$ cat config.mk
export PLATFORM = sky130hd
export DESIGN_NAME = line_pixel_generator
export DESIGN_NICKNAME = d
export VERILOG_FILES = /design/src/hdl/lpg_pkg.sv /design/src/hdl/lpg_ctrl.sv /design/src/hdl/lpg_datapath.sv /design/src/hdl/line_pixel_generator.sv
export SDC_FILE = /design/constraint.sdc
export NUM_CORES = 1
export LEC_CHECK = 0
export ABC_AREA = 1
export BUFFER_PORTS_ARGS = -buffer_cell sky130_fd_sc_hd__clkbuf_2
export CORE_UTILIZATION = 58
export DETAILED_ROUTE_END_ITERATION = 12
export PLACE_DENSITY = 0.78
export SLEW_MARGIN = 20
export SYNTH_ARGS = -nofsm -noshare
export SYNTH_HDL_FRONTEND = slang
export SYNTH_SLANG_ARGS = --single-unit
$ cat constraint.sdc
create_clock -name clk -period 9.4 [get_ports clk]
set_input_delay 0 -clock clk [delete_from_list [all_inputs] [get_ports clk]]
set_output_delay 0 -clock clk [all_outputs]
set_load 0.1 [all_outputs]
$ cat src/hdl/lpg_pkg.sv
// package for the line pixel generator: widths, codes and item types
`timescale 1ns / 1ps

package lpg_pkg;

	// coordinate and address widths
	localparam int COORD_BITS     = 8;
	localparam int ADDR_BITS      = 14;
	localparam int ROW_BYTES_BITS = 6;
	localparam int MASK_BITS      = 8;

	// row bytes after reset
	localparam logic [ROW_BYTES_BITS-1:0] ROW_BYTES_RESET = ROW_BYTES_BITS'(30);

	// mask seed and pixel-in-byte select
	localparam logic [MASK_BITS-1:0] MASK_SEED = 8'h80;
	localparam int                   BIT_SEL_BITS = 3;

	// function codes of an input item
	localparam logic FUNC_START = 1'b0;
	localparam logic FUNC_STEP  = 1'b1;

	// input item
	typedef struct packed {
		logic                  func;
		logic [COORD_BITS-1:0] from_x;
		logic [COORD_BITS-1:0] from_y;
		logic [COORD_BITS-1:0] to_x;
		logic [COORD_BITS-1:0] to_y;
		logic                  pen;
	} in_item_t;

	// result item
	typedef struct packed {
		logic [COORD_BITS-1:0] pix_x;
		logic [COORD_BITS-1:0] pix_y;
		logic [ADDR_BITS-1:0]  byte_addr;
		logic [MASK_BITS-1:0]  bit_mask;
		logic                  pen_out;
		logic                  last;
	} out_item_t;

	// controller to datapath commands
	typedef struct packed {
		logic load;
		logic step;
	} dp_cmd_t;

	// datapath to controller status
	typedef struct packed {
		logic start_zero;
		logic step_last;
	} dp_status_t;

	// controller states
	typedef enum logic [1:0] {
		ST_IDLE = 2'b01,
		ST_LINE = 2'b10
	} lpg_state_t;

endpackage

$ cat src/hdl/lpg_ctrl.sv
// controller for the line pixel generator: line state, handshakes, commands
`timescale 1ns / 1ps

module lpg_ctrl
	import lpg_pkg::*;
(
	input  logic       clk,
	input  logic       arst_n,
	input  logic       in_valid,
	input  logic       in_func,
	output logic       in_stall,
	output logic       out_valid,
	input  logic       out_stall,
	output dp_cmd_t    cmd,
	input  dp_status_t status,
	output logic       line_active
);

	lpg_state_t state_q;
	lpg_state_t state_next;
	logic       out_valid_q;
	logic       accept;
	logic       emit;

	// take a new item whenever the output register is free or being drained
	assign in_stall = out_valid_q & out_stall;
	assign accept   = in_valid & ~in_stall;

	// commands: a start always loads, a step moves only inside a line
	always_comb begin
		cmd.load = accept & (in_func == FUNC_START);
		cmd.step = accept & (in_func == FUNC_STEP) & (state_q == ST_LINE);
	end
	assign emit = cmd.load | cmd.step;

	// line state
	always_comb begin
		state_next = state_q;
		case (state_q)
			ST_IDLE: begin
				if (cmd.load && !status.start_zero) state_next = ST_LINE;
			end
			ST_LINE: begin
				if (cmd.load) begin
					state_next = status.start_zero ? ST_IDLE : ST_LINE;
				end else if (cmd.step && status.step_last) begin
					state_next = ST_IDLE;
				end
			end
			default: state_next = ST_IDLE;
		endcase
	end

	always_ff @(posedge clk or negedge arst_n) begin
		if (!arst_n) begin
			state_q     <= ST_IDLE;
			out_valid_q <= 1'b0;
		end else begin
			state_q <= state_next;
			if (emit) begin
				out_valid_q <= 1'b1;
			end else if (!out_stall) begin
				out_valid_q <= 1'b0;
			end
		end
	end

	assign out_valid   = out_valid_q;
	assign line_active = (state_q == ST_LINE);

endmodule

$ cat src/hdl/lpg_datapath.sv
// datapath for the line pixel generator: spans, incremental remainder, pixel and address
`timescale 1ns / 1ps

module lpg_datapath
	import lpg_pkg::*;
(
	input  logic                      clk,
	input  logic                      arst_n,
	input  logic                      cfg_wr_en,
	input  logic [ROW_BYTES_BITS-1:0] cfg_wr_data,
	input  in_item_t                  in_item,
	input  dp_cmd_t                   cmd,
	output dp_status_t                status,
	output out_item_t                 out_item
);

	logic [ROW_BYTES_BITS-1:0] row_bytes_q;

	// line geometry
	logic [COORD_BITS-1:0] origin_x_q, origin_y_q;
	logic                  up_x_q, up_y_q, x_major_q;
	logic [COORD_BITS-1:0] major_q, minor_q;
	logic [COORD_BITS-1:0] idx_q, off_q, rem_q;
	logic                  pen_q;

	// current pixel
	logic [COORD_BITS-1:0] pix_x_q, pix_y_q;
	logic                  last_q;

	// start-side spans
	logic [COORD_BITS-1:0] dx, dy, start_major, start_minor;
	logic                  start_x_major;

	// step-side arithmetic
	logic [COORD_BITS-1:0] idx_next, off_next, rem_next;
	logic [COORD_BITS:0]   rem_sum;
	logic                  carry;
	logic [COORD_BITS-1:0] maj_pos, min_pos;

	// spans of the new line
	always_comb begin
		dx = (in_item.to_x >= in_item.from_x) ? in_item.to_x - in_item.from_x
		                                      : in_item.from_x - in_item.to_x;
		dy = (in_item.to_y >= in_item.from_y) ? in_item.to_y - in_item.from_y
		                                      : in_item.from_y - in_item.to_y;
		start_x_major = (dx >= dy);
		start_major   = start_x_major ? dx : dy;
		start_minor   = start_x_major ? dy : dx;
	end

	// remainder walk: offset goes up once the remainder reaches the major span
	always_comb begin
		idx_next = idx_q + COORD_BITS'(1);
		rem_sum  = {1'b0, rem_q} + {1'b0, minor_q};
		carry    = (rem_sum >= {1'b0, major_q});
		rem_next = carry ? COORD_BITS'(rem_sum - {1'b0, major_q}) : rem_q + minor_q;
		off_next = carry ? off_q + COORD_BITS'(1) : off_q;
	end

	// next pixel on both axes, moving toward the end point
	always_comb begin
		if (x_major_q) begin
			maj_pos = up_x_q ? origin_x_q + idx_next : origin_x_q - idx_next;
			min_pos = up_y_q ? origin_y_q + off_next : origin_y_q - off_next;
		end else begin
			maj_pos = up_y_q ? origin_y_q + idx_next : origin_y_q - idx_next;
			min_pos = up_x_q ? origin_x_q + off_next : origin_x_q - off_next;
		end
	end

	always_comb begin
		status.start_zero = (start_major == '0);
		status.step_last  = (idx_next == major_q);
	end

	// row bytes register
	always_ff @(posedge clk or negedge arst_n) begin
		if (!arst_n) begin
			row_bytes_q <= ROW_BYTES_RESET;
		end else if (cfg_wr_en) begin
			row_bytes_q <= cfg_wr_data;
		end
	end

	// line registers and output pixel
	always_ff @(posedge clk) begin
		if (cmd.load) begin
			origin_x_q <= in_item.from_x;
			origin_y_q <= in_item.from_y;
			up_x_q     <= (in_item.to_x > in_item.from_x);
			up_y_q     <= (in_item.to_y > in_item.from_y);
			x_major_q  <= start_x_major;
			major_q    <= start_major;
			minor_q    <= start_minor;
			idx_q      <= '0;
			off_q      <= '0;
			rem_q      <= start_major >> 1;
			pen_q      <= in_item.pen;
			pix_x_q    <= in_item.from_x;
			pix_y_q    <= in_item.from_y;
			last_q     <= (start_major == '0);
		end else if (cmd.step) begin
			idx_q   <= idx_next;
			off_q   <= off_next;
			rem_q   <= rem_next;
			pix_x_q <= x_major_q ? maj_pos : min_pos;
			pix_y_q <= x_major_q ? min_pos : maj_pos;
			last_q  <= (idx_next == major_q);
		end
	end

	// address and mask of the held pixel
	always_comb begin
		out_item.pix_x     = pix_x_q;
		out_item.pix_y     = pix_y_q;
		out_item.byte_addr = ADDR_BITS'(pix_y_q) * ADDR_BITS'(row_bytes_q)
		                   + ADDR_BITS'(pix_x_q >> BIT_SEL_BITS);
		out_item.bit_mask  = MASK_SEED >> pix_x_q[BIT_SEL_BITS-1:0];
		out_item.pen_out   = pen_q;
		out_item.last      = last_q;
	end

endmodule

$ cat src/hdl/line_pixel_generator.sv
// top level of the line pixel generator
//
//  port group    dir  handshake            payload
//  in_*          in   in_valid / in_stall  in_item (start or step)
//  out_*         out  out_valid/out_stall  out_item (one pixel)
//  cfg_*         in   cfg_wr_en            cfg_wr_data (row bytes)
//
// one item per cycle: a pixel is computed in the cycle its item is accepted
// and lands in the output register; the remainder walk adds once per pixel.
// the next item is taken while the output register is free or being drained.
// reset clears the line state, the output valid and sets row bytes to 30.
// a stall on the output holds the pixel and stalls the input in turn.
`timescale 1ns / 1ps

module line_pixel_generator
	import lpg_pkg::*;
(
	input  logic                      clk,
	input  logic                      arst_n,
	input  logic                      in_valid,
	output logic                      in_stall,
	input  in_item_t                  in_item,
	output logic                      out_valid,
	input  logic                      out_stall,
	output out_item_t                 out_item,
	input  logic                      cfg_wr_en,
	input  logic [ROW_BYTES_BITS-1:0] cfg_wr_data
);

	dp_cmd_t    cmd;
	dp_status_t status;
	logic       line_active;

	// controller
	lpg_ctrl u_ctrl (
		.clk         (clk),
		.arst_n      (arst_n),
		.in_valid    (in_valid),
		.in_func     (in_item.func),
		.in_stall    (in_stall),
		.out_valid   (out_valid),
		.out_stall   (out_stall),
		.cmd         (cmd),
		.status      (status),
		.line_active (line_active)
	);

	// datapath
	lpg_datapath u_datapath (
		.clk         (clk),
		.arst_n      (arst_n),
		.cfg_wr_en   (cfg_wr_en),
		.cfg_wr_data (cfg_wr_data),
		.in_item     (in_item),
		.cmd         (cmd),
		.status      (status),
		.out_item    (out_item)
	);

`ifndef SYNTHESIS
	// a start item shows its start pixel in the next cycle
	a_start_pixel: assert property (@(posedge clk) disable iff (!arst_n)
		(cmd.load) |=> (out_valid && out_item.pix_x == $past(in_item.from_x)
			&& out_item.pix_y == $past(in_item.from_y)))
		else $error("start pixel not presented");

	// a step only moves an active line
	a_step_active: assert property (@(posedge clk) disable iff (!arst_n)
		(cmd.step) |-> line_active)
		else $error("step command outside a line");

	// the last pixel of a step ends the line
	a_last_ends: assert property (@(posedge clk) disable iff (!arst_n)
		(cmd.step && status.step_last) |=> (!line_active && out_item.last))
		else $error("line still active after its last pixel");

	// mask has a single bit set
	a_mask_onehot: assert property (@(posedge clk) disable iff (!arst_n)
		out_valid |-> $onehot(out_item.bit_mask))
		else $error("bit mask not one-hot");
`endif

endmodule

### Yosys cells after proc, flatten, opt, wreduce, memory -nomap -nowiden

Index checks and enable logic that the tools add are counted.

* latch bits: 0
* RAM bits: 0
* bits of input ports: 45
* output and inout port bits: 42
* register bits after elaboration: 86
* memories: 0
* memory bits (read-only): 0

* order comparisons: 6
* bitwise operators: 8
* div/mod/pow operators: 0
* add/sub/neg operators: 18
* shift-type cells: 1
* equality and inequality tests: 6
* $mul: 1
* reductions and logical operators: 6
* mux-type cells: 29

Operator list (count)
* 8-bit two-way mux: 18
* 8-bit subtractor: 9
* 8-bit adder: 5
* 8-bit >= comparator: 3
* 8-bit by 1-bit adder with 8-bit output, second input constant: 2
* 8-bit greater-than comparator: 2
* 14-bit by 5-bit adder with 14-bit output: 1
* 8-bit by 6-bit multiplier with 14-bit output: 1
* 7-bit two-way mux: 2
* 8-bit by 8-bit adder with 9-bit output: 1
* 9-bit by 8-bit >= comparator with 1-bit output: 1
* 8-bit == test: 1
* 8-bit zero test: 1
* 2-bit two-way mux: 4
* 8-bit by 3-bit >> shifter with 8-bit output, first input constant: 1
* 1-bit bitwise AND: 5
* 1-bit two-way mux: 4
* 2-bit by 1-bit inequality test with 1-bit output, second input constant: 2
* 2-bit case mux with 2 select lines: 1
* 3-bit by 1-bit inequality test with 1-bit output, second input constant: 1
* 2-bit by 1-bit == test with 1-bit output, second input constant: 1
* 2-bit == test, second input constant: 1
* 1-bit logical AND: 2
* 1-bit NOT: 2
* other kinds (4): 4

### Longest topological paths before layout

* depth after elaboration: 9
* gate-level depth with buffers: 38
* depth with buffers taken out: 37

### Cells and area by module

Synthesis repeated with hierarchy kept, for this count alone.

* cells, all modules: 1308
* area total of the unflattened synthesis: 9771.9 µm²

Modules (own cells, without submodules)
* lpg_datapath: area an instance 9540.4 µm², times used 1, cells an instance 1274
* lpg_ctrl: area an instance 231.5 µm², times used 1, cells an instance 34

### Worst setup path before layout

Ideal clock, no wire load.

* path type: register to output
* start: register u_datapath.pix_y_q[2]
* end: output port out_item[23] in the netlist's numbering
* arrival time: 5.841 ns
* required time: 9.400 ns
* cell stages (with the launch flop): 22
* path slack: 3.559 ns
* path buffers: 0
* cell sequence: edfxtp_1 nand2_1 fa_1 inv_1 ha_1 inv_1 fa_1 fa_1 inv_1 ha_1 a21oi_1 nand2_1 nand3_1 nand2_1 nand3_1 nand2_1 a21oi_1 o21bai_1 a21oi_1 nor2_1 nor2_1 xor2_1

RTL lines
* start, declared: line lpg_datapath.sv:27 `logic [COORD_BITS-1:0] pix_x_q, pix_y_q;`
* start signal, assigned: line lpg_datapath.sv:100 `pix_y_q <= in_item.from_y;`
* start signal, assigned: line lpg_datapath.sv:107 `pix_y_q <= x_major_q ? min_pos : maj_pos;`
* end, declared: line line_pixel_generator.sv:25 `output out_item_t out_item,`

### Worst setup path in the final report

* start: register u_datapath.rem_q[2]
* end: register u_datapath.pix_x_q[5] (data pin)

* cells in the longest elaborated chain, start to end: 9
* elaborated cells between the ends (all ways): 13

RTL lines
* start, declared: line lpg_datapath.sv:23 `logic [COORD_BITS-1:0] idx_q, off_q, rem_q;`
* start signal, assigned: line lpg_datapath.sv:97 `rem_q <= start_major >> 1;`
* start signal, assigned: line lpg_datapath.sv:105 `rem_q <= rem_next;`
* 8-bit by 8-bit adder with 9-bit output *: line lpg_datapath.sv:54 `rem_sum = {1'b0, rem_q} + {1'b0, minor_q};`
* 9-bit by 8-bit >= comparator with 1-bit output *: line lpg_datapath.sv:55 `carry = (rem_sum >= {1'b0, major_q});`
* 8-bit two-way mux *: line lpg_datapath.sv:57 `off_next = carry ? off_q + COORD_BITS'(1) : off_q;`
* 8-bit subtractor, or another cell as far along: line lpg_datapath.sv:67 `min_pos = up_x_q ? origin_x_q + off_next : origin_x_q - off_next;`
* 8-bit two-way mux (on tied branches): line lpg_datapath.sv:67, lpg_datapath.sv:64
* 8-bit two-way mux *: line lpg_datapath.sv:62 `if (x_major_q) begin`
* 8-bit two-way mux *: line lpg_datapath.sv:106 `pix_x_q <= x_major_q ? maj_pos : min_pos;`
* 8-bit two-way mux *: line lpg_datapath.sv:102 `end else if (cmd.step) begin`
* 8-bit two-way mux *: line lpg_datapath.sv:87 `if (cmd.load) begin`
* end signal, assigned: line lpg_datapath.sv:99 `pix_x_q <= in_item.from_x;`
* end signal, assigned: line lpg_datapath.sv:106
* end, declared: line lpg_datapath.sv:27

Every way passes the cells marked *; elsewhere a longest branch is shown, timed or not. The select of a mux whose other input is x is not followed.
A chain may end at the register's enable or synchronous reset.

==> flow_summary_export.csv <==
group,metric,value,unit
worst_setup_path,cp.arrival,5.42,ns
worst_setup_path,ff2ff_setup_slack,4.06,ns
cts,cts_tree,"yes",
yosys,synth_edf_count,60,
timing,max_slew_margin,0.467,
yosys,ys_ff_latch,86,
worst_setup_path,criticalPathCategory,"flop to flop",
yosys,ys.flop_type,"edfxtp_1",
placed_design,place_ws,4.19,ns
cts,clock-sinks,86,
worst_setup_path,cpMostUsedCell,"nand2_1",
floorplan,core_area,16500,um2
worst_setup_path,critPathMaxStageDelay,0.38,ns
worst_setup_path,crit_family,"simple AND/OR/NAND/NOR gates",
outcome,outcome,"finished, final reports clean",
routing,viasPerCell,5.35,
finish,fin_util,0.660,
yosys,synth.area.top_cells,"edfxtp_1 (18%), ha_1 (16%), nand2_1 (12%)",
worst_setup_path,cp-startpoint,"u_datapath.rem_q[2]",
cts,post_cts.repair.setup_buffers,0,
yosys,syn_inst,1323,
global_route,antenna_found_initial,1,
global_route,grt_overflow,0,
placed_design,place_area,10400,um2
routing,drc,0,
worst_setup_path,worst-path-max-fanout,21,
yosys,netlist_area,9770,um2
yosys,async_flop_share,0.105,
worst_setup_path,end_kind,"flop",
routing,antenna_left,0,
worst_setup_path,r2r-end,"u_datapath.pix_x_q[5]",
routing,drt_iter0_drc,661,
yosys,synth_cell_types,49,
job,max_cap_violations,0,
routing,wl,24000,um
worst_setup_path,cp-endpoint,"u_datapath.pix_x_q[5]",
finish,antenna_cells,0,
placed_design,gp_congestion,0.974,
timing,clock_skew,0.00972,ns
floorplan,fp-row-count,47,
timing,setup_viol,0,
timing,setup_tns,0,ns
timing,period_share,0.568,
timing,fmax,0.187,GHz
floorplan,initial_core_util,0.591,
timing,slew_violations,0,
cts,htreeDepth,3,
placed_design,portBuffers,86,
cts,clock_latency,0.36,ns
yosys,yosysSeqAreaShare,0.243,
cts,holdBufCountCts,25,
worst_setup_path,r2r-start,"u_datapath.rem_q[2]",
finish,fillerInstances,1422,
floorplan,dieWidth,132,um
routing,firstDrtPassIters,6,
cts,clockRootBuffer,"clkbuf_16",
global_route,grt_max_degree,52,
finish,fin_area,10900,um2
cts,path_clk_slew,0.08,ns
cts,cts_buffers,9,
yosys,synth_top_cell_by_area,"edfxtp_1",
cts,cts_resized,0,
finish,drive_gt1_frac,0.113,
floorplan,dieArea,17400,um2
worst_setup_path,cp_num_buf_inv,4,
routing,vias,8772,
global_route,grt_pass1_wl,39900,um
finish,nets,1620,
worst_setup_path,start_kind,"flop",
worst_setup_path,critPathSlowestCell,"edfxtp_1",
worst_setup_path,crit_required,9.48,ns
floorplan,io_pins,87,
worst_setup_path,reg2reg_depth,35,
yosys,synth_warnings,0,
timing,fin_crit,5.34,ns
global_route,grt_use_total,0.287,
worst_setup_path,path_depth,35,
hold_path,min_path_type,"primary input to flop",
yosys,syn_area_per_cell,7.39,um2
placed_design,place_hpwl,19300,um
timing,worstMarginPinSlew,0.800,ns
yosys,synth_top_area_share,0.184,
floorplan,die_h,132,um
timing,timing.final.ws_setup,4.06,ns
timing,hold_viol,0,
timing,rsz0062_at_grt,"no",
routing,wire_per_inst,14.6,um
finish,areaGrowthSynthToFinish,11.7,%
yosys,synthesis.nets,1527,
cts,cts_max_path_buffers,2,
global_route,grt_pass1_vias,8308,
## worst min-delay path by stage
stage / from / cells after the start / end / slack (ns)
final: cfg_wr_en / 2 / u_datapath.row_bytes_q[4] / 0.04
after global routing: cfg_wr_en / 2 / u_datapath.row_bytes_q[1] / 0.05
after CTS: cfg_wr_en / 2 / u_datapath.row_bytes_q[4] / 0.03
after detailed placement: arst_n / 1 / u_ctrl.out_valid / -0.1
after global placement: arst_n / 1 / u_ctrl.out_valid / -0.10
after floorplan: arst_n / 0 / u_ctrl.out_valid / -0.30
## worst reg2reg max path: cells and delay by family, from the launching register on
family,cells,cell delay (ns)
xor+xnor,2,0.29
compound gates,10,1.42
simple gates,16,1.67
fa+ha+maj,3,1.05
buf+inv,4,0.24
flops,1,0.38
## state kept, by name, summed over array words and instances (netlist names)
name	cells
u_datapath.idx_q	8
u_datapath.rem_q	8
u_datapath.up_x_q	1
u_datapath.up_y_q	1
u_datapath.pix_x_q	8
u_datapath.pix_y_q	8
u_datapath.origin_x_q	8
u_datapath.x_major_q	1
u_ctrl.out_valid	1
u_datapath.pen_q	1
u_datapath.major_q	8
u_datapath.off_q	8
u_datapath.minor_q	8
u_datapath.row_bytes_q	6
u_ctrl.state_q	2
u_datapath.last_q	1
u_datapath.origin_y_q	8
## layout make-up
type                            instances  area [um2]  share of cell area
Multi-Input combinational cell        952        6310               0.578
Sequential cell                        86        2370               0.218
Inverter                              252         948              0.0869
Timing Repair Buffer                  115         711              0.0651
Tap cell                              220         275              0.0252
Clock buffer                            9         225              0.0206
Clock inverter                          7        71.3             0.00654
## through the flow
stage	std cells	hold WS, ns
CTS	1641	0.0343
floorplan	1323	-0.296
detailed placement	1600	-0.0982
global route	1641	0.0511
global placement	1600	-0.105
finish	1641	0.0402
## synthesized netlist by cell type (8+ instances only)
cell type,n
nand2_1,313
xor2_1,51
o21ai_1,9
ha_1,122
nand2_2,13
nor3_1,12
a31oi_1,15
edfxtp_1,60
inv_1,242
inv_2,8
clkbuf_1,21
nand3_1,52
dfxtp_1,17
xnor2_1,13
fa_1,37
o21ai_0,93
a21oi_1,70
nand4_1,11
nor2_1,69
## cell families (layout without fill, tap and decap cells)
family | after synthesis | after routing | synth area share
XOR/XNOR | 64 | 64 | 0.0574
flip-flops | 86 | 86 | 0.243
adder cells (fa/ha/maj) | 159 | 159 | 0.232
buffers and inverters | 285 | 383 | 0.112
AND/OR/NAND/NOR | 495 | 495 | 0.219
AO/OA/AOI/OAI | 228 | 228 | 0.130
multiplexers | 6 | 6 | 0.00691
## cell usage in the layout, fill, tap and decap left out, types with 4 or more instances in the layout
cell type / n
nand2_1: 313
inv_1: 241
ha_1: 122
o21ai_0: 93
clkbuf_2: 86
a21oi_1: 70
nor2_1: 68
edfxtp_1: 60
nand3_1: 52
xor2_1: 51
fa_1: 37
dlygate4sd3_1: 25
dfxtp_1: 17
a31oi_1: 15
xnor2_1: 13
nand2_2: 13
nor3_1: 12
nand4_1: 11
o21ai_1: 9
clkbuf_16: 9
inv_2: 8
o22ai_1: 7
o211ai_1: 6
mux2_2: 6
a211oi_1: 5
o21bai_1: 5
o221ai_1: 5
and2_1: 5
dfstp_2: 5
nand3_2: 4
nand2_4: 4
o31ai_1: 4
inv_6: 4
buf_4: 4
dfrtp_1: 4
## routing by layer
metal  global-route usage  up-vias  routed length [um]
li1                     -     4457                   -
met1                0.383     4017               11000
met2                0.492      263               11200
met3               0.0350       33                1340
met4               0.0788        2                 426
met5                    0        -                  13
Power is not shown: default switching activity piles up to over one toggle a cycle in this logic, so the estimate is an artifact.
